[config.mk]
export PLATFORM = sky130hd
export DESIGN_NAME = nec_ir_transmitter_top
export DESIGN_NICKNAME = d
export VERILOG_FILES = /design/src/design/nec_ir_pkg.sv /design/src/design/nec_ir_transmitter_top.sv
export SDC_FILE = /design/constraint.sdc
export NUM_CORES = 1
export LEC_CHECK = 0
export BUFFER_PORTS_ARGS = -buffer_cell sky130_fd_sc_hd__buf_2
export CORE_MARGIN = 3
export CORE_UTILIZATION = 61
export CTS_CLUSTER_SIZE = 25
export DETAILED_ROUTE_END_ITERATION = 8
export PLACE_DENSITY_LB_ADDON = 0.2
export SYNTH_ARGS = -nofsm -noshare
export SYNTH_HDL_FRONTEND = slang
export SYNTH_SLANG_ARGS = --single-unit
[constraint.sdc]
create_clock -name i_clk -period 6.6 [get_ports i_clk]
set_clock_uncertainty 0.1 [all_clocks]
set_input_delay 0.33 -clock i_clk [delete_from_list [all_inputs] [get_ports i_clk]]
set_output_delay 0.33 -clock i_clk [all_outputs]
set_load 0.05 [all_outputs]
[src/design/nec_ir_pkg.sv]
// ----------------------------------------------------------------------------
// NEC IR transmitter package
// Item types, register indexes, reset values and frame constants shared by
// the transmitter RTL.
// ----------------------------------------------------------------------------
package nec_ir_pkg;

    // Input item: a timing tick or a request to send a frame.
    typedef struct packed {
        logic       req_type;
        logic [7:0] address_byte;
        logic [7:0] command_byte;
    } t_in_item;

    // Result item: one per input item.
    typedef struct packed {
        logic ir_level;
        logic busy_res;
        logic accepted;
        logic frame_done;
    } t_out_item;

    // Request type codes.
    localparam logic REQ_TICK = 1'b0;
    localparam logic REQ_SEND = 1'b1;

    // Configuration register indexes.
    localparam int unsigned CFG_IDX_W = 3;
    localparam int unsigned CFG_DATA_W = 16;
    localparam logic [CFG_IDX_W-1:0] CFG_CARRIER_PERIOD = 3'd0;
    localparam logic [CFG_IDX_W-1:0] CFG_LEADER_MARK    = 3'd1;
    localparam logic [CFG_IDX_W-1:0] CFG_LEADER_SPACE   = 3'd2;
    localparam logic [CFG_IDX_W-1:0] CFG_BIT_MARK       = 3'd3;
    localparam logic [CFG_IDX_W-1:0] CFG_ONE_SPACE      = 3'd4;
    localparam logic [CFG_IDX_W-1:0] CFG_ZERO_SPACE     = 3'd5;

    // Register reset values.
    localparam logic [7:0]  RST_CARRIER_PERIOD = 8'd26;
    localparam logic [15:0] RST_LEADER_MARK    = 16'd9000;
    localparam logic [15:0] RST_LEADER_SPACE   = 16'd4500;
    localparam logic [15:0] RST_BIT_MARK       = 16'd560;
    localparam logic [15:0] RST_ONE_SPACE      = 16'd1690;
    localparam logic [15:0] RST_ZERO_SPACE     = 16'd560;

    // Segments: leader mark, leader space, 64 bit segments, stop mark.
    localparam int unsigned SEG_W = 7;
    localparam logic [SEG_W-1:0] SEG_LEADER_MARK  = 7'd0;
    localparam logic [SEG_W-1:0] SEG_LEADER_SPACE = 7'd1;
    localparam logic [SEG_W-1:0] SEG_FIRST_BIT    = 7'd2;
    localparam logic [SEG_W-1:0] SEG_STOP         = 7'd66;

endpackage

[src/design/nec_ir_transmitter_top.sv]
// ----------------------------------------------------------------------------
// NEC IR transmitter, top level
// Throughput: one item per cycle while the output buffer does not stall the
// input; the segment, timer and carrier state is updated by a single pass of
// logic at each accepted item.
// A two-entry output buffer lets input continue while one result is stalled.
// Reset (synchronous, active low) returns the block to idle with the
// configuration registers at their default NEC timings.
// ----------------------------------------------------------------------------
module nec_ir_transmitter_top #(
    parameter int unsigned TIMER_WIDTH = 16
) (
    input  logic                                 i_clk,
    input  logic                                 i_rst_n,
    // Input channel
    input  logic                                 i_in_valid,
    output logic                                 o_in_stall,
    input  nec_ir_pkg::t_in_item                 i_in_data,
    // Output channel
    output logic                                 o_out_valid,
    input  logic                                 i_out_stall,
    output nec_ir_pkg::t_out_item                o_out_data,
    // Configuration write channel
    input  logic                                 i_cfg_valid,
    output logic                                 o_cfg_ready,
    input  logic [nec_ir_pkg::CFG_IDX_W-1:0]     i_cfg_index,
    input  logic [nec_ir_pkg::CFG_DATA_W-1:0]    i_cfg_data
);

    localparam logic [31:0] TIMER_MAX = 32'((64'd1 << TIMER_WIDTH) - 64'd1);

    // Configuration registers.
    logic [7:0]  r_carrier_period;
    logic [15:0] r_leader_mark;
    logic [15:0] r_leader_space;
    logic [15:0] r_bit_mark;
    logic [15:0] r_one_space;
    logic [15:0] r_zero_space;

    // Frame state.
    logic [nec_ir_pkg::SEG_W-1:0] r_seg, n_seg;
    logic [TIMER_WIDTH-1:0]       r_timer, n_timer;
    logic [7:0]                   r_phase, n_phase;
    logic [31:0]                  r_shift, n_shift;
    logic                         r_active, n_active;

    // Output buffer: main register and skid register.
    logic                  r_out_valid, r_skid_valid;
    nec_ir_pkg::t_out_item r_out_data, r_skid_data;
    nec_ir_pkg::t_out_item n_result;

    logic                  in_accept;
    logic                  out_take;
    logic                  seg_data_space;
    logic                  next_is_mark;
    logic [15:0]           raw_len;
    logic [31:0]           len_wide;
    logic [TIMER_WIDTH-1:0] seg_len;
    logic [TIMER_WIDTH-1:0] timer_inc;
    logic [8:0]            phase_inc;
    logic [7:0]            addr_b, cmd_b;

    assign o_cfg_ready = 1'b1;
    assign o_in_stall  = r_skid_valid;
    assign in_accept   = i_in_valid && !r_skid_valid;
    assign out_take    = r_out_valid && !i_out_stall;
    assign o_out_valid = r_out_valid;
    assign o_out_data  = r_out_data;

    // Configuration writes; indexes beyond the list are ignored.
    always_ff @(posedge i_clk) begin
        if (!i_rst_n) begin
            r_carrier_period <= nec_ir_pkg::RST_CARRIER_PERIOD;
            r_leader_mark    <= nec_ir_pkg::RST_LEADER_MARK;
            r_leader_space   <= nec_ir_pkg::RST_LEADER_SPACE;
            r_bit_mark       <= nec_ir_pkg::RST_BIT_MARK;
            r_one_space      <= nec_ir_pkg::RST_ONE_SPACE;
            r_zero_space     <= nec_ir_pkg::RST_ZERO_SPACE;
        end else if (i_cfg_valid) begin
            unique case (i_cfg_index)
                nec_ir_pkg::CFG_CARRIER_PERIOD: r_carrier_period <= i_cfg_data[7:0];
                nec_ir_pkg::CFG_LEADER_MARK:    r_leader_mark    <= i_cfg_data;
                nec_ir_pkg::CFG_LEADER_SPACE:   r_leader_space   <= i_cfg_data;
                nec_ir_pkg::CFG_BIT_MARK:       r_bit_mark       <= i_cfg_data;
                nec_ir_pkg::CFG_ONE_SPACE:      r_one_space      <= i_cfg_data;
                nec_ir_pkg::CFG_ZERO_SPACE:     r_zero_space     <= i_cfg_data;
                default: ;
            endcase
        end
    end

    // Data spaces are the odd segments between the leader and the stop mark.
    assign seg_data_space = (r_seg >= nec_ir_pkg::SEG_FIRST_BIT) &&
                            (r_seg < nec_ir_pkg::SEG_STOP) && r_seg[0];

    // Length of the current segment, forced to at least one tick and
    // saturated to what the timer can hold.
    always_comb begin
        priority if (r_seg == nec_ir_pkg::SEG_LEADER_MARK) begin
            raw_len = r_leader_mark;
        end else if (r_seg == nec_ir_pkg::SEG_LEADER_SPACE) begin
            raw_len = r_leader_space;
        end else if (seg_data_space) begin
            raw_len = r_shift[0] ? r_one_space : r_zero_space;
        end else begin
            raw_len = r_bit_mark;
        end
        len_wide = {16'd0, raw_len};
        if (len_wide == 32'd0) begin
            len_wide = 32'd1;
        end
        if (len_wide > TIMER_MAX) begin
            len_wide = TIMER_MAX;
        end
        seg_len = len_wide[TIMER_WIDTH-1:0];
    end

    assign timer_inc = r_timer + {{(TIMER_WIDTH-1){1'b0}}, 1'b1};
    assign phase_inc = {1'b0, r_phase} + 9'd1;
    assign addr_b    = i_in_data.address_byte;
    assign cmd_b     = i_in_data.command_byte;

    // Next frame state for one item.
    always_comb begin
        n_seg    = r_seg;
        n_timer  = r_timer;
        n_phase  = r_phase;
        n_shift  = r_shift;
        n_active = r_active;
        n_result = '0;
        if (i_in_data.req_type == nec_ir_pkg::REQ_SEND) begin
            // A request while busy is ignored.
            if (!r_active) begin
                n_shift  = {~cmd_b, cmd_b, ~addr_b, addr_b};
                n_seg    = nec_ir_pkg::SEG_LEADER_MARK;
                n_timer  = '0;
                n_phase  = '0;
                n_active = 1'b1;
                n_result.accepted = 1'b1;
            end
        end else if (r_active) begin
            n_phase = (phase_inc >= {1'b0, r_carrier_period}) ? 8'd0 : phase_inc[7:0];
            n_timer = timer_inc;
            if (timer_inc >= seg_len) begin
                if (seg_data_space) begin
                    n_shift = {1'b0, r_shift[31:1]};
                end
                n_timer = '0;
                n_phase = '0;
                if (r_seg == nec_ir_pkg::SEG_STOP) begin
                    n_seg    = nec_ir_pkg::SEG_LEADER_MARK;
                    n_active = 1'b0;
                    n_result.frame_done = 1'b1;
                end else begin
                    n_seg = r_seg + 7'd1;
                end
            end
        end

        // LED level after this item: carrier high half during a mark.
        next_is_mark = (n_seg == nec_ir_pkg::SEG_LEADER_MARK) ||
                       (n_seg == nec_ir_pkg::SEG_STOP) ||
                       ((n_seg >= nec_ir_pkg::SEG_FIRST_BIT) &&
                        (n_seg < nec_ir_pkg::SEG_STOP) && !n_seg[0]);
        n_result.ir_level = n_active && next_is_mark &&
                            (n_phase >= {1'b0, r_carrier_period[7:1]});
        n_result.busy_res = n_active;
    end

    // Frame state registers, updated at each accepted item.
    always_ff @(posedge i_clk) begin
        if (!i_rst_n) begin
            r_seg    <= '0;
            r_timer  <= '0;
            r_phase  <= '0;
            r_shift  <= '0;
            r_active <= 1'b0;
        end else if (in_accept) begin
            r_seg    <= n_seg;
            r_timer  <= n_timer;
            r_phase  <= n_phase;
            r_shift  <= n_shift;
            r_active <= n_active;
        end
    end

    // Output buffer: a new result goes to the main register when it is free
    // or being emptied, otherwise to the skid register.
    always_ff @(posedge i_clk) begin
        if (!i_rst_n) begin
            r_out_valid  <= 1'b0;
            r_skid_valid <= 1'b0;
        end else begin
            if (!r_out_valid || out_take) begin
                if (r_skid_valid) begin
                    r_out_valid  <= 1'b1;
                    r_skid_valid <= 1'b0;
                end else begin
                    r_out_valid <= in_accept;
                end
            end else if (in_accept) begin
                r_skid_valid <= 1'b1;
            end
        end
    end

    always_ff @(posedge i_clk) begin
        if (!r_out_valid || out_take) begin
            if (r_skid_valid) begin
                r_out_data <= r_skid_data;
            end else begin
                r_out_data <= n_result;
            end
        end
        if (in_accept && r_out_valid && !out_take) begin
            r_skid_data <= n_result;
        end
    end

endmodule

==> results of run 1 <==
-- synthesized netlist by cell type (all sizes together), types with 2 or more instances --
library cell | number | area (um2)
nand2 | 263 | 990
dfxtp | 154 | 3080
a21oi | 107 | 539
nor2 | 60 | 225
clkbuf | 58 | 218
nand3 | 45 | 230
ha | 38 | 475
o21ai | 28 | 148
o211ai | 21 | 158
a311oi | 20 | 269
nor3 | 18 | 95.1
inv | 15 | 56.3
buf | 13 | 90.1
a22oi | 12 | 90.1
nor4 | 12 | 90.1
xnor2 | 12 | 105
a211oi | 11 | 87.6
and3 | 10 | 62.6
nand2b | 10 | 62.6
o22a | 10 | 87.6
mux2 | 9 | 101
nand4 | 9 | 56.3
nor2b | 9 | 56.3
xor2 | 9 | 78.8
a21o | 8 | 60.1
a31oi | 8 | 50.1
edfxtp | 8 | 240
or3 | 7 | 43.8
a2111oi | 6 | 52.6
mux2i | 6 | 60.1
nand3b | 6 | 45.0
o22ai | 6 | 37.5
o311ai | 5 | 43.8
a32oi | 4 | 35.0
a22o | 3 | 26.3
and2 | 3 | 18.8
and4 | 3 | 26.3
o31ai | 3 | 27.5
a221o | 2 | 20.0
a31o | 2 | 17.5
nand4b | 2 | 17.5
o21a | 2 | 15.0
or4 | 2 | 18.8
-- path summary, 6_finish.rpt --
check                       to        startpoint
min          r_leader_mark[10]    i_cfg_data[10]
max reg2reg      o_out_data[3]          r_seg[2]
max              o_out_data[3]          r_seg[2]
min reg2reg   r_zero_space[14]  r_zero_space[14]
-- critical path: stages, from the launching register on --
cell and delay, ns:
dfxtp_1 0.38, or4_4 0.60, or4_1 0.59, nand3_2 0.26, a2111oi_0 0.10, or3_1 0.41
nand4_1 0.15, o31ai_2 0.08, ha_1 0.27, nand2b_1 0.14, a2111o_1 0.43, a31oi_1 0.22
nand2_2 0.18, nor2_2 0.39, a22o_1 0.24, ha_1 0.23, a21oi_1 0.11, o21ai_0 0.11
a31o_2 0.26, a221o_1 0.29, o211ai_1 0.23, o31ai_1 0.10
-- state kept, by name (all words and copies together) (netlist names), 16 cells and up --
register        cells
r_bit_mark         16
r_leader_mark      16
r_leader_space     16
r_one_space        16
r_shift            32
r_timer            16
r_zero_space       16
-- routing by layer --
metal / track usage (%) / share of wire (%) / vias up
li1: - / - / 3736
met1: 41.6 / 45 / 3601
met2: 47.2 / 47 / 254
met3: 4.85 / 6.5 / 33
met4: 9.48 / 1.7 / 0
met5: 0 / 0 / -
-- where the power goes --
group / internal, mW / switching, mW / leakage (nW)
logic: 0.0962 / 0.181 / 1.86
registers: 1.02 / 0.0284 / 1.33
clock network: 0.610 / 0.415 / 0.298
total: 1.72 / 0.624 / 3.49
-- cell families (layout without fill, tap and decap cells) --
kind of cell,count (synthesis),after routing
compound gates,263,263
xor+xnor,21,21
fa+ha+maj,38,38
buf+inv,86,105
flops,162,162
mux,15,15
other cells,1,1
simple gates,461,461
-- cell type report --
type,count,area (um2),share of cell area [%]
clock buffers,18,439,4.75
clock inverters,14,178,1.92
inverters,15,58.8,0.636
multi-input cells,799,4710,50.9
flip-flops and latches,162,3320,35.9
well taps,176,220,2.38
repair buffers,58,318,3.44
-- what timing repair did --
item,4_1_cts,5_1_grt
setup endpoints to repair,0,2
resized for setup,0,4
setup buffers,0,2
-- through the flow --
step,cell area (um2),total power [mW]
3_3_place_gp,8600,1.33
6_report,9250,2.35
5_1_grt,9250,2.43
4_1_cts,9220,2.35
2_1_floorplan,8370,1.26
3_5_place_dp,8600,1.34
==> results.md, run 1 <==
* DP Worst Slack at 0.186 ns
* Crit path kind: register to register
* Die Y at 123 um
* Max-cap violations at 0
* Placed Instances at 1208
* Final WS setup at 0.472 ns
* FF+latch count, synth at 162
* Post-route setup TNS at 0 ns
* Register area share after synthesis at 39.7%
* CTS sink count at 162
* Final Setup Violations at 0
* Clock-pin slew of the registers on the worst-case setup and hold paths at 0.06 ns
* CTS root buffer: clkbuf_16
* Cell row count at 42
* Commonest non-fill, non-tap cell in the layout: nand2_1
* Routed wire length at 22400 um
* Post-synth ARST share at 0%
* Worst hold path class: primary input to register
* Minimum hold slack at 0.0749 ns
* Yosys cell types at 67
* Max_slew headroom at 17.1%
* Via count at 7624
* Fillers at 1137
* Initial Utilization at 62.7%
* Maximum root-to-sink buffer count at 2
* Worst-skew pair later-pin latency at 0.44 ns
* Reg2Reg Depth at 21
* Count of warnings emitted by yosys at 0
* EDFF count, synth at 8
* Die Width at 123 um
* Worst reg2reg setup slack at 0.47 ns
* Fmax achieved at 0.163 GHz
* Drt drc at 0
* Critical path capture point type: register
* Complex-gate fraction of the synthesized area at 21.6%
* GP Congestion at 0.970
* Finished Layout Cells at 1242
* Total congestion overflow at 0
* Hold-fix buffers at CTS at 0
* Synthesized net count at 1126
* Total GRT Usage at 29.8%
* Fin nets at 1132
* Vias per inst at 6.14
* First-pass GRT wire length at 35500 um
* Arr. time, crit path at 6.19 ns
* Core area at 13300 um2
* Hold Crit Depth at 3
* Post-route ant nets at 0
* Synth Instances at 1047
* Adder and majority cell fraction of the synthesized area at 5.68%
* Top FF cell, synth: dfxtp_1
* Setup crit start kind: register
* Vias in the first global route at 6870
* Worst Path Max Fanout at 10
* Fin crit period at 6.13 ns
* PD cells at 254 nW/um2
* First-pass DRT Iterations at 7
* Syn Std Cell Area at 8370 um2
* LEAKAGE at 3.49 nW
* Post-synthesis mux area share at 1.93%
* XOR/XNOR Fraction of Synth Area at 2.20%
* Critical path required time at 6.67 ns
* Number of inserted diodes at 0
* Simple-gate area share of the yosys netlist at 24.5%
* Buffers on Ports at 46
* Initial antenna violation count at 0
* Largest net degree at the start of global routing at 73
* Die Area at 15200 um2
* H-tree depth at 4
* Highest-count cells in the layout ignoring fill and taps: nand2_1, dfxtp_1, a21oi_1
* Num CTS Buffers at 17
* Mean Syn Cell Area at 8.00 um2
* CTS tree: done
* I/O pin count at 48
* HPWL Detailed at 15300 um
* Least-Margin Pin Slew at 1.24 ns
* Routed WL per cell at 18.0 um
* DRT iter0 DRCs at 668
* Fin util at 69.3%
* Largest family of logic cells by synthesized area: simple AND/OR/NAND/NOR gates
* Final Hold Vio Count at 0
* Period utilization at 92.9%
* Layout area overhead at 10.4%
* VDD IR max at 0.198 mV
* Slew Viols, Final at 0
* Share of layout cells above drive strength 1 at 12.6%
* Status: completed
* RSZ-0062 raised after global routing: no
No activity file was read; power rests on OpenSTA's default activity.
==> run 2: changes to the inputs <==
--- a/config.mk
+++ b/config.mk
@@ -6,8 +6,10 @@
 export NUM_CORES = 1
 export LEC_CHECK = 0
 export BUFFER_PORTS_ARGS = -buffer_cell sky130_fd_sc_hd__buf_2
+export CELL_PAD_IN_SITES_DETAIL_PLACEMENT = 0
+export CELL_PAD_IN_SITES_GLOBAL_PLACEMENT = 1
 export CORE_MARGIN = 3
-export CORE_UTILIZATION = 61
+export CORE_UTILIZATION = 46
 export CTS_CLUSTER_SIZE = 25
 export DETAILED_ROUTE_END_ITERATION = 8
 export PLACE_DENSITY_LB_ADDON = 0.2
==> results.md, run 2 (same netlist as run 1, synthesis figures left out) <==
* Drt drc at 0
* Post-route ant nets at 0
* First-pass GRT wire length at 36800 um
* Clock-pin slew of the registers on the worst-case setup and hold paths at 0.07 ns
* Setup crit start kind: register
* Period utilization at 92.2%
* CP endpoint: o_out_data[3]
* Flop pwr share at 45.3%
* Fmax achieved at 0.164 GHz
* Initial antenna violation count at 0
* Max reg flops at 32
* Fin crit period at 6.09 ns
* Least-Margin Pin Slew at 1.06 ns
* I/O pin count at 48
* Routed WL per cell at 17.4 um
* Highest-count cells in the layout ignoring fill and taps: nand2_1, dfxtp_1, a21oi_1
* Logic pwr share at 12.0%
* Reg2reg start: r_seg[1]
* Critical path required time at 6.66 ns
* Crit. Startpoint: r_seg[1]
* Commonest non-fill, non-tap cell in the layout: nand2_1
* H-tree depth at 4
* Arr. time, crit path at 6.15 ns
* Net Switching at 646 uW
* Layout area overhead at 10.6%
* Max-cap violations at 0
* Number of inserted diodes at 0
* PD cells at 248 nW/um2
* Post-CTS Setup Inserts at 0
* Crit path kind: register to register
* RSZ-0062 raised after global routing: no
* Worst hold path class: primary input to register
* Via count at 7470
* First-pass DRT Iterations at 5
* Pint at 1.65 mW
* Die Y at 141 um
* Vias in the first global route at 6795
* CTS sink count at 162
* Post-route setup TNS at 0 ns
* Biggest register: r_shift
* Final Hold Vio Count at 0
* Minimum hold slack at 0.0742 ns
* Share of layout cells above drive strength 1 at 12.4%
* Critical path capture point type: register
* Die Width at 141 um
* Slew Viols, Final at 0
* R2R Path End: o_out_data[3]
* Status: completed
* Total congestion overflow at 0
* CTS tree: done
* Initial Utilization at 47.7%
* Max_slew headroom at 28.7%
* Total GRT Usage at 22.9%
* Routed wire length at 22500 um
* Clk pwr share at 42.6%
* Buffers on Ports at 46
* Multi-input logic area at 4710 um2
* Core area at 17500 um2
* Worst-skew pair later-pin latency at 0.43 ns
* HPWL Detailed at 15400 um
* Maximum root-to-sink buffer count at 2
* Num CTS Buffers at 17
* GP Congestion at 0.872
* LEAKAGE at 3.47 nW
* Worst reg2reg setup slack at 0.51 ns
* CTS root buffer: clkbuf_16
* Final Setup Violations at 0
* Reg2Reg Depth at 23
* Largest net degree at the start of global routing at 70
* DRT iter0 DRCs at 567
* VDD IR max at 0.207 mV
* Vias per inst at 5.79
* Fin nets at 1131
* Worst Path Max Fanout at 11
* Die Area at 19900 um2
* Register Area at 3320 um2
* Switching Fraction at 28.1%
* Cell row count at 48
* Fillers at 1738
## run 2: cell types whose count changed in the layout (fill, tap and decap cells not counted), sizes merged
cell,delta
buf,-1
bufinv,-2
clkinv,-2
inv,+4
## run 2: repair_timing
item	CTS	global route
setup endpoints to repair	0	2
hold buffers	0	0
gates resized for setup	0	2
## run 2: final cells by class
class	instances	area share, %
Timing Repair Buffer	57	3.38
Clock inverter	14	1.50
Inverter	15	0.635
Multi-Input combinational cell	799	50.8
Sequential cell	162	35.9
Clock buffer	18	4.74
Tap cell	225	3.04
## run 2: worst min path at each step
stage,startpoint,end,slack [ns],depth (start not counted)
4_1_cts,i_cfg_data[10],r_bit_mark[10],0.06,3
6_report,i_cfg_data[10],r_leader_space[10],0.07,3
2_1_floorplan,r_shift[24],r_shift[24],0.33,2
3_3_place_gp,r_shift[14],r_shift[14],0.34,2
5_1_grt,i_cfg_data[12],r_bit_mark[12],0.08,3
3_5_place_dp,r_zero_space[12],r_zero_space[12],0.34,2
## run 2: metrics by stage
stage	std cells	total power [mW]	area, um2	utilization, %	setup slack (ns)
finish	1290	2.30	9260	52.8	0.515
global route	1290	2.40	9260	52.8	0.0307
CTS	1290	2.31	9250	52.7	0.402
detailed placement	1258	1.34	8670	49.4	0.448
global placement	1258	1.34	8670	49.4	0.560
floorplan	1047	1.26	8370	-	0.829
## run 2: worst max-delay path, stage by stage, from the launching register on
cell	delay [ns]
dfxtp_1	0.53
inv_1	0.15
ha_1	0.20
and3_1	0.21
nor2b_1	0.58
o21ai_0	0.34
a22oi_1	0.24
nand4_1	0.14
o31ai_2	0.28
ha_1	0.26
nand2b_1	0.14
a2111o_1	0.42
a31oi_1	0.22
nand2_2	0.18
nor3_1	0.20
a21oi_1	0.08
ha_1	0.30
nand2b_1	0.14
a21oi_1	0.13
o21ai_0	0.10
a31o_2	0.25
a221o_1	0.29
o211ai_1	0.22
o31ai_1	0.09
## run 2: routing by layer
metal / vias up / track usage, % / share of wire (%)
met4: 0 / 6.58 / 1.9
met5: - / 0 / 0
met2: 183 / 35.1 / 45
li1: 3737 / - / -
met3: 29 / 4.41 / 4.9
met1: 3521 / 33.0 / 48
## run 2: power by group through the flow
stage | logic, mW | clock network, mW | registers (mW)
2_1_floorplan | 0.195 | 0 | 1.06
3_3_place_gp | 0.273 | 0 | 1.06
3_5_place_dp | 0.274 | 0 | 1.06
4_1_cts | 0.276 | 0.997 | 1.04
5_1_grt | 0.310 | 1.04 | 1.05
6_report | 0.277 | 0.980 | 1.04
